===== config.mk =====
export PLATFORM = sky130hd
export DESIGN_NAME = failure_window_lockout_core_flat
export DESIGN_NICKNAME = d
export VERILOG_FILES = /design/src/rtl/fwl_pkg.sv /design/src/rtl/fwl_req_if.sv /design/src/rtl/fwl_rsp_if.sv /design/src/rtl/fwl_datapath.sv /design/src/rtl/fwl_ctrl.sv /design/src/rtl/failure_window_lockout_core.sv /design/src/flat_wrapper.sv
export SDC_FILE = /design/constraint.sdc
export NUM_CORES = 2
export LEC_CHECK = 0
export BUFFER_PORTS_ARGS = -buffer_cell sky130_fd_sc_hd__buf_2
export CAP_MARGIN = 10
export CELL_PAD_IN_SITES_DETAIL_PLACEMENT = 1
export CELL_PAD_IN_SITES_GLOBAL_PLACEMENT = 1
export CORE_MARGIN = 3
export CORE_UTILIZATION = 50
export CTS_BUF_LIST = sky130_fd_sc_hd__clkbuf_4
export CTS_CLUSTER_DIAMETER = 60
export DETAILED_ROUTE_END_ITERATION = 10
export MAX_ROUTING_LAYER = met4
export PLACE_DENSITY_LB_ADDON = 0.25
export REMOVE_ABC_BUFFERS = 1
export SETUP_SLACK_MARGIN = 0.02
export SYNTH_ARGS = -nofsm -noshare
export SYNTH_HDL_FRONTEND = slang
export SYNTH_SLANG_ARGS = --single-unit

===== constraint.sdc =====
create_clock -name clk -period 6.4 [get_ports clk]
set_input_delay 0.96 -clock clk [delete_from_list [all_inputs] [get_ports clk]]
set_output_delay 0.96 -clock clk [all_outputs]
set_load 0.02 [all_outputs]

===== src/rtl/fwl_pkg.sv =====
`default_nettype none

package fwl_pkg;

	// Store geometry
	localparam int DEPTH   = 16;
	localparam int CNT_W   = $clog2(DEPTH + 1);
	localparam int IDX_W   = (DEPTH > 1) ? $clog2(DEPTH) : 1;
	localparam int STAMP_W = 64;
	localparam int THR_W   = 8;
	localparam int REC_W   = 5;
	localparam int EXT_W   = CNT_W + THR_W;
	localparam int OP_W    = 2;
	localparam int REG_W   = 2;

	// Opcodes
	localparam logic [OP_W-1:0] OP_RECORD = 2'd0;
	localparam logic [OP_W-1:0] OP_QUERY  = 2'd1;
	localparam logic [OP_W-1:0] OP_CLEAR  = 2'd2;

	// Register indexes
	localparam logic [REG_W-1:0] REG_THRESHOLD = 2'd0;
	localparam logic [REG_W-1:0] REG_WINDOW    = 2'd1;
	localparam logic [REG_W-1:0] REG_UNLOCK    = 2'd2;

	// Reset values of the registers
	localparam logic [THR_W-1:0]   THR_RESET    = 8'd5;
	localparam logic [STAMP_W-1:0] WINDOW_RESET = 64'd300;
	localparam logic [STAMP_W-1:0] UNLOCK_RESET = 64'd300;

	// Scan modes
	localparam logic [1:0] MODE_MAX = 2'd0;
	localparam logic [1:0] MODE_MIN = 2'd1;
	localparam logic [1:0] MODE_CNT = 2'd2;

	// Controller to datapath
	typedef struct packed {
		logic       load_now;
		logic       append;
		logic       clear;
		logic       scan_start;
		logic       scan_en;
		logic [1:0] scan_mode;
		logic       calc_floor;
		logic       write_slot;
		logic       load_out;
	} fwl_cmd_t;

	// Datapath to controller
	typedef struct packed {
		logic full;
		logic scan_done;
	} fwl_sts_t;

endpackage

`default_nettype wire


===== src/rtl/fwl_req_if.sv =====
`default_nettype none

interface fwl_req_if;
	import fwl_pkg::*;

	logic               valid;
	logic               ready;
	logic [OP_W-1:0]    opcode;
	logic [STAMP_W-1:0] time_now;

	modport source (output valid, output opcode, output time_now, input ready);
	modport sink   (input valid, input opcode, input time_now, output ready);
endinterface

`default_nettype wire


===== src/rtl/fwl_rsp_if.sv =====
`default_nettype none

interface fwl_rsp_if;
	import fwl_pkg::*;

	logic               valid;
	logic               ready;
	logic               locked;
	logic [STAMP_W-1:0] lock_since;
	logic [REC_W-1:0]   recent_failures;

	modport source (output valid, output locked, output lock_since,
		output recent_failures, input ready);
	modport sink   (input valid, input locked, input lock_since,
		input recent_failures, output ready);
endinterface

`default_nettype wire


===== src/rtl/fwl_datapath.sv =====
`default_nettype none

module fwl_datapath import fwl_pkg::*; (
	input  wire logic               clk,
	input  wire logic               arst_n,
	input  wire fwl_cmd_t           cmd,
	output fwl_sts_t                sts,
	input  wire logic [STAMP_W-1:0] time_now,
	input  wire logic               cfg_we,
	input  wire logic [REG_W-1:0]   cfg_idx,
	input  wire logic [STAMP_W-1:0] cfg_wdata,
	output logic                    locked,
	output logic [STAMP_W-1:0]      lock_since,
	output logic [REC_W-1:0]        recent_failures
);

	logic [THR_W-1:0]   thr_q;
	logic [STAMP_W-1:0] win_q;
	logic [STAMP_W-1:0] unl_q;
	logic [CNT_W-1:0]   count_q;
	logic [STAMP_W-1:0] now_q;
	logic [STAMP_W-1:0] mem [DEPTH];
	logic               wr_en;
	logic [IDX_W-1:0]   wr_addr;
	logic [STAMP_W-1:0] wr_data;
	logic [CNT_W-1:0]   idx_q;
	logic               issue;
	logic               rvld_s1;
	logic [STAMP_W-1:0] rdat_s1;
	logic [IDX_W-1:0]   ridx_s1;
	logic [STAMP_W-1:0] latest_q;
	logic [STAMP_W-1:0] min_q;
	logic [IDX_W-1:0]   slot_q;
	logic [CNT_W-1:0]   hits_q;
	logic [STAMP_W-1:0] floor_q;
	logic [STAMP_W:0]   unlock_at;
	logic               unlocked;
	logic [EXT_W-1:0]   cnt_ext;
	logic [EXT_W-1:0]   thr_ext;
	logic               locked_d;
	logic               locked_q;
	logic [STAMP_W-1:0] start_q;
	logic [REC_W-1:0]   recent_q;

	// Configuration registers
	always_ff @(posedge clk or negedge arst_n) begin
		if (!arst_n) begin
			thr_q <= THR_RESET;
			win_q <= WINDOW_RESET;
			unl_q <= UNLOCK_RESET;
		end else if (cfg_we) begin
			unique case (cfg_idx)
				REG_THRESHOLD: thr_q <= cfg_wdata[THR_W-1:0];
				REG_WINDOW:    win_q <= cfg_wdata;
				REG_UNLOCK:    unl_q <= cfg_wdata;
				default: ;
			endcase
		end
	end

	// Fill count of the stamp store
	always_ff @(posedge clk or negedge arst_n) begin
		if (!arst_n) begin
			count_q <= '0;
		end else if (cmd.clear) begin
			count_q <= '0;
		end else if (cmd.append) begin
			count_q <= count_q + CNT_W'(1);
		end
	end

	assign sts.full = (count_q == CNT_W'(DEPTH));

	// Time of the item in progress
	always_ff @(posedge clk) begin
		if (cmd.load_now) begin
			now_q <= time_now;
		end
	end

	// Store write port: append at the fill count, or replace the oldest stamp
	assign wr_en   = cmd.append | cmd.write_slot;
	assign wr_addr = cmd.append ? count_q[IDX_W-1:0] : slot_q;
	assign wr_data = cmd.append ? time_now : now_q;

	always_ff @(posedge clk) begin
		if (wr_en) begin
			mem[wr_addr] <= wr_data;
		end
	end

	// Scan pointer walks the valid entries, one read a cycle
	assign issue = cmd.scan_en && (idx_q != count_q);

	always_ff @(posedge clk or negedge arst_n) begin
		if (!arst_n) begin
			idx_q   <= '0;
			rvld_s1 <= 1'b0;
		end else begin
			rvld_s1 <= issue;
			if (cmd.scan_start) begin
				idx_q <= '0;
			end else if (issue) begin
				idx_q <= idx_q + CNT_W'(1);
			end
		end
	end

	always_ff @(posedge clk) begin
		if (issue) begin
			rdat_s1 <= mem[idx_q[IDX_W-1:0]];
			ridx_s1 <= idx_q[IDX_W-1:0];
		end
	end

	assign sts.scan_done = (idx_q == count_q) && !rvld_s1;

	// Scan accumulators: latest stamp, oldest stamp and slot, hits above floor
	always_ff @(posedge clk) begin
		if (cmd.scan_start) begin
			unique case (cmd.scan_mode)
				MODE_MAX: latest_q <= '0;
				MODE_MIN: begin
					min_q  <= '1;
					slot_q <= '0;
				end
				MODE_CNT: hits_q <= '0;
				default: ;
			endcase
		end else if (rvld_s1) begin
			unique case (cmd.scan_mode)
				MODE_MAX: begin
					if (rdat_s1 > latest_q) begin
						latest_q <= rdat_s1;
					end
				end
				MODE_MIN: begin
					if (rdat_s1 < min_q) begin
						min_q  <= rdat_s1;
						slot_q <= ridx_s1;
					end
				end
				MODE_CNT: begin
					if (rdat_s1 > floor_q) begin
						hits_q <= hits_q + CNT_W'(1);
					end
				end
				default: ;
			endcase
		end
	end

	// Window floor, saturating at zero
	always_ff @(posedge clk) begin
		if (cmd.calc_floor) begin
			floor_q <= (latest_q >= win_q) ? (latest_q - win_q) : '0;
		end
	end

	// Unlock check and threshold compare
	assign unlock_at = {1'b0, latest_q} + {1'b0, unl_q};
	assign unlocked  = !unlock_at[STAMP_W] && (unlock_at[STAMP_W-1:0] < now_q);
	assign cnt_ext   = unlocked ? '0 : EXT_W'(hits_q);
	assign thr_ext   = EXT_W'(thr_q);
	assign locked_d  = (cnt_ext >= thr_ext);

	// Result register
	always_ff @(posedge clk) begin
		if (cmd.load_out) begin
			locked_q <= locked_d;
			start_q  <= locked_d ? latest_q : '0;
			recent_q <= cnt_ext[REC_W-1:0];
		end
	end

	assign locked          = locked_q;
	assign lock_since      = start_q;
	assign recent_failures = recent_q;

endmodule

`default_nettype wire


===== src/rtl/fwl_ctrl.sv =====
`default_nettype none

module fwl_ctrl import fwl_pkg::*; (
	input  wire logic            clk,
	input  wire logic            arst_n,
	input  wire logic            req_valid,
	input  wire logic [OP_W-1:0] req_opcode,
	output logic                 req_ready,
	output logic                 rsp_valid,
	input  wire logic            rsp_ready,
	input  wire fwl_sts_t        sts,
	output fwl_cmd_t             cmd
);

	localparam logic [2:0] S_IDLE = 3'd0;
	localparam logic [2:0] S_MIN  = 3'd1;
	localparam logic [2:0] S_MAX  = 3'd2;
	localparam logic [2:0] S_CNT  = 3'd3;
	localparam logic [2:0] S_RES  = 3'd4;

	logic [2:0] state_q;
	logic [2:0] state_d;
	logic       out_vld_q;

	// Next state and commands
	always_comb begin
		state_d   = state_q;
		req_ready = 1'b0;
		cmd       = '0;
		cmd.scan_mode = MODE_MAX;
		unique case (state_q)
			S_IDLE: begin
				req_ready = 1'b1;
				if (req_valid) begin
					cmd.load_now = 1'b1;
					unique case (req_opcode)
						OP_RECORD: begin
							if (sts.full) begin
								cmd.scan_start = 1'b1;
								cmd.scan_mode  = MODE_MIN;
								state_d        = S_MIN;
							end else begin
								cmd.append = 1'b1;
							end
						end
						OP_QUERY: begin
							cmd.scan_start = 1'b1;
							cmd.scan_mode  = MODE_MAX;
							state_d        = S_MAX;
						end
						OP_CLEAR: cmd.clear = 1'b1;
						default: ;
					endcase
				end
			end
			S_MIN: begin
				cmd.scan_en   = 1'b1;
				cmd.scan_mode = MODE_MIN;
				if (sts.scan_done) begin
					cmd.write_slot = 1'b1;
					state_d        = S_IDLE;
				end
			end
			S_MAX: begin
				cmd.scan_en   = 1'b1;
				cmd.scan_mode = MODE_MAX;
				if (sts.scan_done) begin
					cmd.calc_floor = 1'b1;
					cmd.scan_start = 1'b1;
					cmd.scan_mode  = MODE_CNT;
					state_d        = S_CNT;
				end
			end
			S_CNT: begin
				cmd.scan_en   = 1'b1;
				cmd.scan_mode = MODE_CNT;
				if (sts.scan_done) begin
					state_d = S_RES;
				end
			end
			S_RES: begin
				cmd.scan_mode = MODE_CNT;
				if (!out_vld_q || rsp_ready) begin
					cmd.load_out = 1'b1;
					state_d      = S_IDLE;
				end
			end
			default: state_d = S_IDLE;
		endcase
	end

	// State and result valid
	always_ff @(posedge clk or negedge arst_n) begin
		if (!arst_n) begin
			state_q   <= S_IDLE;
			out_vld_q <= 1'b0;
		end else begin
			state_q <= state_d;
			if (cmd.load_out) begin
				out_vld_q <= 1'b1;
			end else if (rsp_ready) begin
				out_vld_q <= 1'b0;
			end
		end
	end

	assign rsp_valid = out_vld_q;

endmodule

`default_nettype wire


===== src/rtl/failure_window_lockout_core.sv =====
// Channel  Dir  Payload                                         Transfer
// req      in   opcode, time_now                                valid & ready
// rsp      out  locked, lock_since, recent_failures             valid & ready
// cfg      in   cfg_idx, cfg_wdata                              cfg_we
//
// One item is worked at a time; the stamp store has one read port, read data registered.
// Record with room and clear take effect on acceptance; record when full runs an oldest-entry scan.
// Query runs a latest scan, then a window count.
// Reset clears the fill count and restores register defaults; the store needs no clearing.
// A result waits in its output register; new items are taken while it waits, and only
// the next query's final step stalls on it.
`default_nettype none

module failure_window_lockout_core import fwl_pkg::*; (
	input  wire logic               clk,
	input  wire logic               arst_n,
	fwl_req_if.sink                 req,
	fwl_rsp_if.source               rsp,
	input  wire logic               cfg_we,
	input  wire logic [REG_W-1:0]   cfg_idx,
	input  wire logic [STAMP_W-1:0] cfg_wdata
);

	fwl_cmd_t cmd;
	fwl_sts_t sts;

	// Sequencer
	fwl_ctrl u_ctrl (
		.clk        (clk),
		.arst_n     (arst_n),
		.req_valid  (req.valid),
		.req_opcode (req.opcode),
		.req_ready  (req.ready),
		.rsp_valid  (rsp.valid),
		.rsp_ready  (rsp.ready),
		.sts        (sts),
		.cmd        (cmd)
	);

	// Store, scans and result
	fwl_datapath u_dp (
		.clk             (clk),
		.arst_n          (arst_n),
		.cmd             (cmd),
		.sts             (sts),
		.time_now        (req.time_now),
		.cfg_we          (cfg_we),
		.cfg_idx         (cfg_idx),
		.cfg_wdata       (cfg_wdata),
		.locked          (rsp.locked),
		.lock_since      (rsp.lock_since),
		.recent_failures (rsp.recent_failures)
	);

endmodule

`default_nettype wire

===== src/flat_wrapper.sv =====
// flat-port wrapper written by rule: the top's interface ports become plain ports
module failure_window_lockout_core_flat import fwl_pkg::*;
  (clk, arst_n, cfg_we, cfg_idx, cfg_wdata, req_valid, req_opcode, req_time_now, req_ready, rsp_valid, rsp_locked, rsp_lock_since, rsp_recent_failures, rsp_ready);
  fwl_req_if req_i ();
  fwl_rsp_if rsp_i ();
  input  wire logic clk;
  input  wire logic arst_n;
  input  wire logic cfg_we;
  input  wire logic [REG_W-1:0] cfg_idx;
  input  wire logic [STAMP_W-1:0] cfg_wdata;
  input wire logic [$bits(req_i.valid)-1:0] req_valid;
  input wire logic [$bits(req_i.opcode)-1:0] req_opcode;
  input wire logic [$bits(req_i.time_now)-1:0] req_time_now;
  output wire logic [$bits(req_i.ready)-1:0] req_ready;
  output wire logic [$bits(rsp_i.valid)-1:0] rsp_valid;
  output wire logic [$bits(rsp_i.locked)-1:0] rsp_locked;
  output wire logic [$bits(rsp_i.lock_since)-1:0] rsp_lock_since;
  output wire logic [$bits(rsp_i.recent_failures)-1:0] rsp_recent_failures;
  input wire logic [$bits(rsp_i.ready)-1:0] rsp_ready;
  assign req_i.valid = req_valid;
  assign req_i.opcode = req_opcode;
  assign req_i.time_now = req_time_now;
  assign req_ready = req_i.ready;
  assign rsp_valid = rsp_i.valid;
  assign rsp_locked = rsp_i.locked;
  assign rsp_lock_since = rsp_i.lock_since;
  assign rsp_recent_failures = rsp_i.recent_failures;
  assign rsp_i.ready = rsp_ready;
  failure_window_lockout_core u_core (.clk(clk), .arst_n(arst_n), .req(req_i), .rsp(rsp_i), .cfg_we(cfg_we), .cfg_idx(cfg_idx), .cfg_wdata(cfg_wdata));
endmodule

# Word-level counts from Yosys, hierarchy flattened
# Memory sizes are Yosys's and may differ from the RTL's. A register that Yosys moved wholly into a read port is not among the register bits.
# Index checks and enable logic that the tools add are counted.
[totals]
register_bits = 490
mem_bits_rw = 1024
inputBits = 137
out_inout_bits = 72
mem_count = 1
[op_classes]
n_addsub = 5
n_lt_le_gt_ge = 6
eq_ne = 20
muxes = 59
bitwise = 1
n_reduce_logical = 27
[mem_list]
columns = ["memory", "words", "word_bits", "rd", "rd_ports_with_merged_regs", "write_ports", "line_no", "text"]
rows = [
  ["u_core.u_dp.mem", 16, 64, 1, 1, 1, "fwl_datapath.sv:22", "logic [STAMP_W-1:0] mem [DEPTH];"],
]
[op_table]
columns = ["cell", "n"]
rows = [
  ["2-to-1 mux 64 bit", 11],
  ["> comparator 64 bit", 2],
  ["less-than comparator 64 bit", 2],
  ["adder 64 x 64 -> 65 bit", 1],
  [">= comparator 64 bit", 1],
  ["subtractor 64 bit", 1],
  ["2-to-1 mux 5 bit", 10],
  ["2-to-1 mux 4 bit", 7],
  ["2-to-1 mux 3 bit", 8],
  ["2-to-1 mux 1 bit", 18],
  ["adder 5 x 1 -> 5 bit (second input constant)", 3],
  ["case mux 3 bit (5 select lines)", 1],
  ["nonzero test 2 bit", 7],
  ["AND reduction 3 bit", 3],
  [">= comparator 5 x 8 -> 1 bit", 1],
  ["case mux 2 bit (4 select lines)", 1],
  ["AND reduction 7 bit", 1],
  ["equality test 2 x 1 -> 1 bit (second input constant)", 3],
  ["equality test 2 bit (second input constant)", 3],
  ["equality test 3 x 2 -> 1 bit (second input constant)", 2],
  ["zero test 2 bit", 3],
  ["!= test 2 x 1 -> 1 bit (second input constant)", 3],
  ["case mux 3 bit (2 select lines)", 1],
  ["AND reduction 2 bit", 3],
  ["other kinds (16)", 22],
]

# Depth between registers and ports, before layout
[logic_depth]
word_depth = 9
ltp_mapped = 35
mapped_depth_nobuf = 33

# By module
# From an unflattened synthesis, not the netlist that was laid out.
[hier_totals]
hier_cells = 4840
area_unflattened_um2 = 73550.5
[by_module_without_submodules]
columns = ["mod", "n_inst", "cells_each", "area_per_inst_um2"]
rows = [
  ["fwl_datapath", 1, 4803, 73217.7],
  ["fwl_ctrl", 1, 37, 332.8],
]

# Worst setup path after synthesis
# OpenSTA, ideal clock, no wires.
[synth_timing]
path_type = "reg-to-reg"
startpoint = "register u_core.u_dp.idx_q[1]"
endpoint = "register u_core.u_dp.idx_q[3]"
setup_time_ns = 0.072
t_arrival_ns = 6.645
required_time_ns = 6.328
setup_slack_ns = -0.318
path_stages_with_launch = 9
n_path_buf = 1
period_less_slack_ns = 6.718
cell_sequence = "dfrtp_1 -> clkbuf_1 -> xnor2_1 -> nand3_1 -> nor3_1 -> nor3_1 -> nand4_1 -> xor2_1 -> nor2_1"
[synth_via]
word_cells_on_any_way = 10
[synth_lines]
columns = ["element", "line_no", "text"]
rows = [
  ["start: declaration", "fwl_datapath.sv:26", "logic [CNT_W-1:0] idx_q;"],
  ["start signal: assignment", "fwl_datapath.sv:104", "idx_q <= idx_q + CNT_W'(1);"],
  ["!= test 5 bit", "fwl_datapath.sv:93", "assign issue = cmd.scan_en && (idx_q != count_q);"],
  ["logical AND 1 bit", "fwl_datapath.sv:93", ""],
  ["via u_core.u_dp.issue", "fwl_datapath.sv:27", "logic issue;"],
  ["nonzero test 2 bit (no source line)", "n/a", ""],
]
# The timed path passes the listed nets, and every way through them passes these cells. The select of a mux whose other input is x is not followed.
# A chain may end at the register's enable or synchronous reset.

# Worst setup path after layout
[layout_timing]
startpoint = "register u_core.u_dp.latest_q[0]"
endpoint = "register u_core.u_dp.start_q[45], in the netlist u_core.u_dp.lock_since[45] (data pin)"
[layout_via]
elab_chain_cells = 5
word_cells_on_any_way = 6
[layout_rtl]
columns = ["element", "line_no", "text"]
rows = [
  ["start: declaration", "fwl_datapath.sv:31", "logic [STAMP_W-1:0] latest_q;"],
  ["start signal: assignment", "fwl_datapath.sv:134", "latest_q <= rdat_s1;"],
  ["adder 64 x 64 -> 65 bit *", "fwl_datapath.sv:161", "assign unlock_at = {1'b0, latest_q} + {1'b0, unl_q};"],
  ["less-than comparator 64 bit or zero test 1 bit (tied branches)", "fwl_datapath.sv:162", "assign unlocked = !unlock_at[STAMP_W] && (unlock_at[STAMP_W-1:0] < now_q);"],
  ["logical AND 1 bit *", "fwl_datapath.sv:162", ""],
  ["2-to-1 mux 5 bit *", "fwl_datapath.sv:163", "assign cnt_ext = unlocked ? '0 : EXT_W'(hits_q);"],
  ["via u_core.u_dp.cnt_ext[1]", "fwl_datapath.sv:38", "logic [EXT_W-1:0] cnt_ext;"],
  [">= comparator 5 x 8 -> 1 bit *", "fwl_datapath.sv:165", "assign locked_d = (cnt_ext >= thr_ext);"],
  ["end signal: assignment", "fwl_datapath.sv:171", "start_q <= locked_d ? latest_q : '0;"],
  ["end: declaration", "fwl_datapath.sv:42", "logic [STAMP_W-1:0] start_q;"],
]
# Mark *: on every way through the listed nets, which the timed path passes. The rest lies on a longest branch.

==> results by group <==
Critical path
  • Reg2reg start: u_core.u_dp.latest_q[0]
  • R2R setup slack: -0.37 ns
  • Critical path's slowest cell: edfxtp_1
  • Critical Path Start Type: flip-flop
  • WP data arrival: a little under 8 ns
  • Reg-to-reg endpoint: u_core.u_dp.lock_since[45]
  • Crit. End Element: flip-flop
  • CP Max Fanout: 49
  • Cell family with most CP delay: compound AO/OA/AOI/OAI gates
  • Most used cell, CP: a21oi_2
  • Setup crit start: u_core.u_dp.latest_q[0]
  • Worst Reg-to-Reg Cells: 35
  • Buffers & Inverters on Critical Path: 4
  • Worst Path Required: 7.37 ns
  • Worst path max stage delay: approximately 0.45 ns
  • Critical path class: flip-flop to flip-flop

Detailed routing
  • Routed Antenna Nets: 0
  • First-pass iteration count of the detailed router: 6
  • DR vias: 46300
  • Post-DR vias/cell: around 5.9
  • DRT iter0 DRCs: 4541
  • Routed wire per std cell: around 27 um
  • Final WL: 212000 um
  • DRC viols: 0

STA
  • Pins Over Slew Limit: 0
  • Setup WS post-layout: -0.375 ns
  • Fin crit share: 1.06
  • Max Clk Rate: 148 MHz
  • RSZ-0062 raised after global routing: true
  • Final-report hold violation count: 0
  • Min Hold Slack: ~0.23 ns
  • Final min period: 6.77 ns
  • Setup Skew: around 0.18 ns
  • Worst rel slew slack: 0.189
  • Slew @ Worst Pin: 1.21 ns
  • Final setup violating endpoints: 65

Die
  • Die width: between 300 and 400 um
  • Core Rows: 139
  • Initial core utilization: 0.506
  • Die area: roughly 0.15 sq mm
  • Core Region: about 0.14 sq mm
  • DIE HEIGHT: around 390 um
  • Ports: around 210

Synthesis
  • Top-count cell post-synth: edfxtp_1
  • Async SR Flop Fraction: 0.0957
  • Synth Register Bits: 1578
  • Synth Area in Simple Gates: 0.0624
  • Synth top area share: 0.587
  • Synth Area in XOR/XNOR: 0.0142
  • Synth unique cells: 87
  • Synth warn: 0
  • Yosys top cell by area: edfxtp_1
  • Synth top cells by count: 1427 x edfxtp_1, 391 x ha_1, 356 x inv_1
  • Compound-Gate Fraction of Synth Area: 0.0683
  • Syn Inst Count: 4726
  • Post-synth EDFFs: 1427
  • Multiplexer share of the synthesized area: 0.120
  • Synth Flop Type: edfxtp_1
  • Largest family of logic cells by synthesized area: multiplexers
  • Area contributors post-synth: edfxtp_1 59%, mux4_2 9.9%, ha_1 6.7%, dfrtp_1 4.8%, a21o_1 2.1%
  • Synthesized area: roughly 0.073 sq mm
  • Synthesized area per cell: between 15 and 20 sq um
  • Sequential share of the synthesized area: 0.639
  • Synth Area in Adders: 0.0676

Power and ir drop
  • Leakage: about 33 nW
  • Maximum vdd ir drop: approximately 380 uV
  • Overall power: 38.8 mW
  • P per Cell Area: about 460 mW/mm^2

Status
  • Failing checks: setup timing
  • Outcome: finished with violations

Global route
  • M3 GR Usage: 0.0619
  • Vias in the first global route: 49000
  • Met2 usage: 0.448
  • Initial antenna violation count: 21
  • First-pass GRT wire length: roughly 320000 um
  • GRT overflow: 0
  • Gr usage total: 0.291
  • Met1 usage: 0.394
  • Most Used Layer, Global Route: met2
  • Largest net degree at the start of global routing: around 130

Clock network
  • Total CTS buffers: 410
  • TritonCTS clock tree: done
  • H-tree depth: 5
  • Clock root buffer: clkbuf_4
  • Clk slew on worst S/H paths: roughly 0.07 ns
  • Clk sinks: approximately 1600
  • Skew-Pair Late Insertion Delay: 1.32 ns
  • CTS max path bufs: 4

Finish
  • FF/Latch Area: about 0.047 sq mm
  • Area growth syn-to-layout: 16.6%
  • Multi-input logic area: about 0.025 sq mm
  • Ratio of cells with drive above 1 in the final layout: 0.290
  • Filler cells: about 14000
  • Final nets: between 6000 and 7000

Job
  • Max Cap Viol: 0

Place
  • Routability Congestion: slightly above 0.9
  • Placed wire-length estimate: 136000 um
  • Port-buffer cells: between 200 and 250

Min path
  • Worst Hold Class: input pin to flip-flop
  • Hold-critical path depth: 3
  • WHS Endpoint: u_core.u_dp.count_q[1]
  • Hold_sp: req_opcode[0]
what timing repair did:
action                                  4_1_cts  5_1_grt
buffers inserted                              7        4
gates resized for setup                      27       53
gates cloned                                  1        0
hold buffers                                137        0
pin swaps                                    16       44
endpoints found under the setup margin       65       65
endpoints found under the hold margin       299        0
cell families (layout without fill, tap and decap cells):
| logic type | Yosys count | in the layout |
|---|---|---|
| other | 0 | 14 |
| adders and majority gates | 393 | 393 |
| buffers and inverters | 532 | 1730 |
| and+or+nand+nor | 884 | 884 |
| muxes | 461 | 461 |
| xor gates and xnor gates | 118 | 118 |
| DFF | 1578 | 1578 |
| AOI/OAI and AO/OA | 760 | 760 |
final cells by class:
class	instances	area share
Antenna cell	14	0.000412
Clock buffer	590	0.0521
Clock inverter	129	0.00656
Inverter	356	0.0157
Multi-Input combinational cell	2616	0.291
Sequential cell	1578	0.548
Tap cell	1903	0.0280
Timing Repair Buffer	655	0.0582
stage by stage:
step	std cells	TNS, ns	cell area [sq um]	utilization	worst slack, ns
6_report	7841	-19.33	85100	0.590	-0.375
5_1_grt	7838	-39.89	85100	0.590	-0.695
4_1_cts	7824	-28.11	84800	0.588	-0.504
3_5_place_dp	6961	-50.84	78300	0.543	-0.808
3_3_place_gp	6961	-43.48	78300	0.543	-0.684
2_1_floorplan	4550	-	72300	-	-9.98
layout by cell type, fill, tap and decap left out, drive strengths merged, types with 180 or more instances in the layout:
master  instances
o21ai         180
a21o          211
clkbuf        590
inv           360
mux4          320
buf           519
edfxtp       1427
nand2         185
a21oi         198
ha            391
nor2          184
worst max path at each step:
stage                     depth (start not counted)                    endpoint  slack, ns
after detailed placement                         36  u_core.u_dp.lock_since[62]      -0.81
final                                            35  u_core.u_dp.lock_since[45]      -0.37
after global routing                             35  u_core.u_dp.lock_since[45]      -0.69
after floorplan                                   9        u_core.u_dp.min_q[0]      -9.98
after CTS                                        36  u_core.u_dp.lock_since[10]      -0.50
after global placement                           36  u_core.u_dp.lock_since[42]      -0.68
flip-flops by register name, summed over array words and instances, names as in the netlist:
register / cells
u_core.u_ctrl.rsp_valid: 1
u_core.u_ctrl.state_q: 3
u_core.u_dp.count_q: 5
u_core.u_dp.floor_q: 64
u_core.u_dp.hits_q: 5
u_core.u_dp.idx_q: 5
u_core.u_dp.latest_q: 64
u_core.u_dp.lock_since: 64
u_core.u_dp.locked: 1
u_core.u_dp.mem: 1024
u_core.u_dp.min_q: 64
u_core.u_dp.now_q: 64
u_core.u_dp.rdat_s1: 64
u_core.u_dp.recent_failures: 5
u_core.u_dp.ridx_s1: 4
u_core.u_dp.rvld_s1: 1
u_core.u_dp.slot_q: 4
u_core.u_dp.thr_q: 8
u_core.u_dp.unl_q: 64
u_core.u_dp.win_q: 64
routing by layer:
| layer | wire length, um | up-vias |
|---|---|---|
| li1 | - | 20200 |
| met1 | 88700 | 23700 |
| met2 | 101000 | 2069 |
| met3 | 17900 | 308 |
| met4 | 4750 | 0 |
| met5 | 0 | - |
worst min-delay path, cell delays in order:
cell and delay, ns:
buf_2 0.15, nor3b_1 0.12, nor2_1 0.11
power breakdown:
group | internal, mW | switching, mW | total (mW) | leakage (nW)
clock | 4.30 | 4.16 | 8.47 | 3.00
combinational | 7.06 | 8.81 | 15.9 | 15.2
sequential | 13.2 | 1.21 | 14.5 | 14.8
total | 24.6 | 14.2 | 38.8 | 32.9
Note: power is estimated with default switching activity, not from simulation.
